[config.mk]
export PLATFORM = sky130hd
export DESIGN_NAME = scdt_ctrl
export DESIGN_NICKNAME = d
export VERILOG_FILES = /design/src/sv/scdt_pkg.sv /design/src/sv/scdt_ctrl.sv
export SDC_FILE = /design/constraint.sdc
export NUM_CORES = 1
export LEC_CHECK = 0
export BUFFER_PORTS_ARGS = -buffer_cell sky130_fd_sc_hd__buf_2
export CELL_PAD_IN_SITES_DETAIL_PLACEMENT = 1
export CELL_PAD_IN_SITES_GLOBAL_PLACEMENT = 2
export CORE_AREA = 2 2 39 41
export DETAILED_ROUTE_END_ITERATION = 10
export DIE_AREA = 0 0 41 43
export PLACE_DENSITY = 0.55
export SKIP_LAST_GASP = 1
export SLEW_MARGIN = 20
export SYNTH_ARGS = -nofsm -noshare
export SYNTH_HDL_FRONTEND = slang
export SYNTH_SLANG_ARGS = --single-unit
export TNS_END_PERCENT = 30
[constraint.sdc]
create_clock -name i_clk -period 2.3 [get_ports i_clk]
set_clock_uncertainty 0.15 [all_clocks]
set_input_delay 0.23 -clock i_clk [delete_from_list [all_inputs] [get_ports i_clk]]
set_output_delay 0.23 -clock i_clk [all_outputs]
set_load 0.005 [all_outputs]
[src/sv/scdt_pkg.sv]
package scdt_pkg;

    localparam int unsigned Sessions  = 16;
    localparam int unsigned IdxBits   = (Sessions > 1) ? $clog2(Sessions) : 1;
    localparam int unsigned CntBits   = $clog2(Sessions + 1);
    localparam int unsigned CountBits = 48;
    localparam int unsigned KeyBits   = 32;
    localparam int unsigned TimeBits  = 48;
    localparam int unsigned StatBits  = 3;
    localparam int unsigned RemBits   = 5;
    localparam logic [TimeBits-1:0] IdleReset = TimeBits'(60000);

    typedef enum logic [StatBits-1:0] {
        ST_DELTA    = 3'd0,
        ST_NEW      = 3'd1,
        ST_SHRINK   = 3'd2,
        ST_FULL     = 3'd3,
        ST_SWEEP    = 3'd4
    } t_status;

    typedef struct packed {
        logic load;
        logic sweep;
        logic commit;
    } t_cmd;

    typedef struct packed {
        logic    is_sweep;
        t_status status;
    } t_stat;

endpackage

[src/sv/scdt_ctrl.sv]
module scdt_ctrl (
    input  logic            i_clk,
    input  logic            i_rst_n,
    input  logic            i_in_valid,
    output logic            o_in_ready,
    output logic            o_out_valid,
    input  logic            i_out_ready,
    input  scdt_pkg::t_stat i_stat,
    output scdt_pkg::t_cmd  o_cmd
);
    typedef enum logic [1:0] {S_IDLE, S_EXEC, S_OUT} t_state;
    t_state r_state;

    assign o_in_ready  = (r_state == S_IDLE);
    assign o_out_valid = (r_state == S_OUT);
    assign o_cmd.load   = o_in_ready && i_in_valid;
    assign o_cmd.sweep  = (r_state == S_EXEC) && i_stat.is_sweep;
    assign o_cmd.commit = (r_state == S_EXEC);

    always_ff @(posedge i_clk) begin
        if (!i_rst_n) begin
            r_state <= S_IDLE;
        end else begin
            unique case (r_state)
                S_IDLE: if (i_in_valid) r_state <= S_EXEC;
                S_EXEC: r_state <= S_OUT;
                S_OUT:  if (i_out_ready) r_state <= S_IDLE;
                default: r_state <= S_IDLE;
            endcase
        end
    end

`ifndef SYNTHESIS
    a_one_commit: assert property (@(posedge i_clk) disable iff (!i_rst_n)
        o_cmd.commit |=> !o_cmd.commit) else $error("double commit");
    a_sweep_stat: assert property (@(posedge i_clk) disable iff (!i_rst_n)
        o_cmd.sweep |-> (i_stat.status == scdt_pkg::ST_SWEEP)) else $error("bad sweep");
    a_load_out: assert property (@(posedge i_clk) disable iff (!i_rst_n)
        o_cmd.load |=> o_cmd.commit) else $error("load lost");
`endif
endmodule

==> run metrics <==
post-CTS sizing=0; Critical Path End Type=output port; CTS H-tree lvls=1; Synth Flop Type=dfxtp_1; top flop regs=r_state: 2 flops; Final Worst Setup Slack=878 ps; worst slack at placement=1100 ps; Root Driver=clkbuf_4; Crit path arrival time=1040 ps; mapped cell area=101 µm²; Pre-antenna DRT Iters=2; Worst Path Max Fanout=5; WHS=77.9 ps; antenna violations before repair=0; Startpoint Class=flip-flop; Sink Count=2; EDFF count, synth=0; antenna fix cells=0; global-route wire length before repair=545 µm; Num CTS Buffers=3; hold_buf cts=0; final WL=319 µm; CTS tree=built; vias in the first global route=127; final count of hold timing violations=0; via count=121; pwr dens=728 mW/mm²; Largest register FFs=2; setup violators final=0; DP HPWL=237 µm; Initial Util=0.0732; clk buf depth=2; postcts setup bufs=0; clock transition at the registers of the reported paths=30 ps; worst rel slew slack=0.878; antenna viol nets, final=0; CORE AREA=0.00138 mm²; clk_lat worst skew=230 ps; register area share after synthesis=0.395; IO Count=13; largest reg by FF count=r_state; area grow syn2layout=86.4%; Syn Inst Count=10; largest net degree at the start of global routing=6; fin crit period=1420 ps; gp weighted congestion=0.596; Die Ht=43 µm; Leakage Power=0.0941 nW; Area contributors post-synth=dfxtp_1 (40%), and2_1 (12%), nor3b_2 (12%), and2b_2 (8.6%), nor2b_2 (8.6%); share of cells above drive strength 1=0.682; Die Footprint=0.00176 mm²; Port Buffers=9; Synth cell types=8; final net count=32; Maximum Capacitance Violations=0; Worst EP required=1920 ps; cell type with the largest total area after synthesis=dfxtp_1; RSZ-0062 raised after global routing=false; part of the cycle the worst path needs=0.618; ys async rst share=0; kind of critical path=reg -> out; Remaining DRCs=0; gr usage total=0.0561; Synth Net Count=18; final setup TNS=0 ps; GRT overflow=0; initial DRC count=4; fmax=703 MHz; Hold WC Path Type=in -> reg; post-synth top area share=0.395; Max IR drop VDD=0.192 mV; Avg WL per Cell=8.39 µm; Die Width=41 µm; status=finished clean; yosys warns=0; syn_area_per_cell=10.1 µm²; worst-margin pin slew=182 ps; Seq cells post-synth=2; synth cell count leaders=and2_1 (2), dfxtp_1 (2); vias per cell=3.18; Max Slew Vio Count=0; Rows=14; Tot Pwr=0.138 mW
-- path summary, 6_finish.rpt --
path / start / end / slack (ps) / depth (start not counted)
worst max-delay path: r_state[0] / o_cmd[1] / 880 / 3
worst min-delay path: i_rst_n / r_state[0] / 80 / 2
worst max register to register: r_state[0] / r_state[1] / 1360 / 2
worst min register to register: r_state[0] / r_state[0] / 500 / 2
-- layer usage --
metal	wire, µm	GRT usage
met1	174	0.0575
met2	104	0.0531
met3	39	0.0471
met4	0	0.0800
met5	0	0
-- stage by stage --
stage / area (µm²) / std cells / util
6_report: 189 / 38 / 0.137
3_5_place_dp: 166 / 35 / 0.120
4_1_cts: 189 / 38 / 0.137
3_3_place_gp: 166 / 35 / 0.120
2_1_floorplan: 101 / 10 / -
5_1_grt: 189 / 38 / 0.137
-- critical path: stages, from the launching register on --
cell and delay (ps):
dfxtp_1 370, nor2b_2 190, and2_1 140, buf_2 110
-- cells by family after synthesis --
group / count (synthesis) / synth area share
and+or+nand+nor: 7 / 0.531
DFF: 2 / 0.395
AOI/OAI and AO/OA: 1 / 0.0741
-- layout make-up --
type / count / area, µm²
flip-flops and latches: 2 / 40.0
well taps: 16 / 20.0
clock buffers: 3 / 22.5
fillers: 171 / 1190
multi-input cells: 8 / 61.3
repair buffers: 9 / 45.0
-- where the power goes --
part | leakage [nW] | switching, mW | internal, mW
combinational | 0.0638 | 0.00709 | 0.0113
clock | 0.0138 | 0.0217 | 0.0577
sequential | 0.0165 | 0.00267 | 0.0371
-- placed cells by master (no fill, tap or decap) --
cell / synthesis / layout
and2_1: 2 / 2
and2b_2: 1 / 1
buf_2: 0 / 9
clkbuf_4: 0 / 3
dfxtp_1: 2 / 2
nor2_1: 1 / 1
nor2b_2: 1 / 1
nor3b_1: 1 / 1
nor3b_2: 1 / 1
o21a_1: 1 / 1
Note: power is estimated with default switching activity, not from simulation.
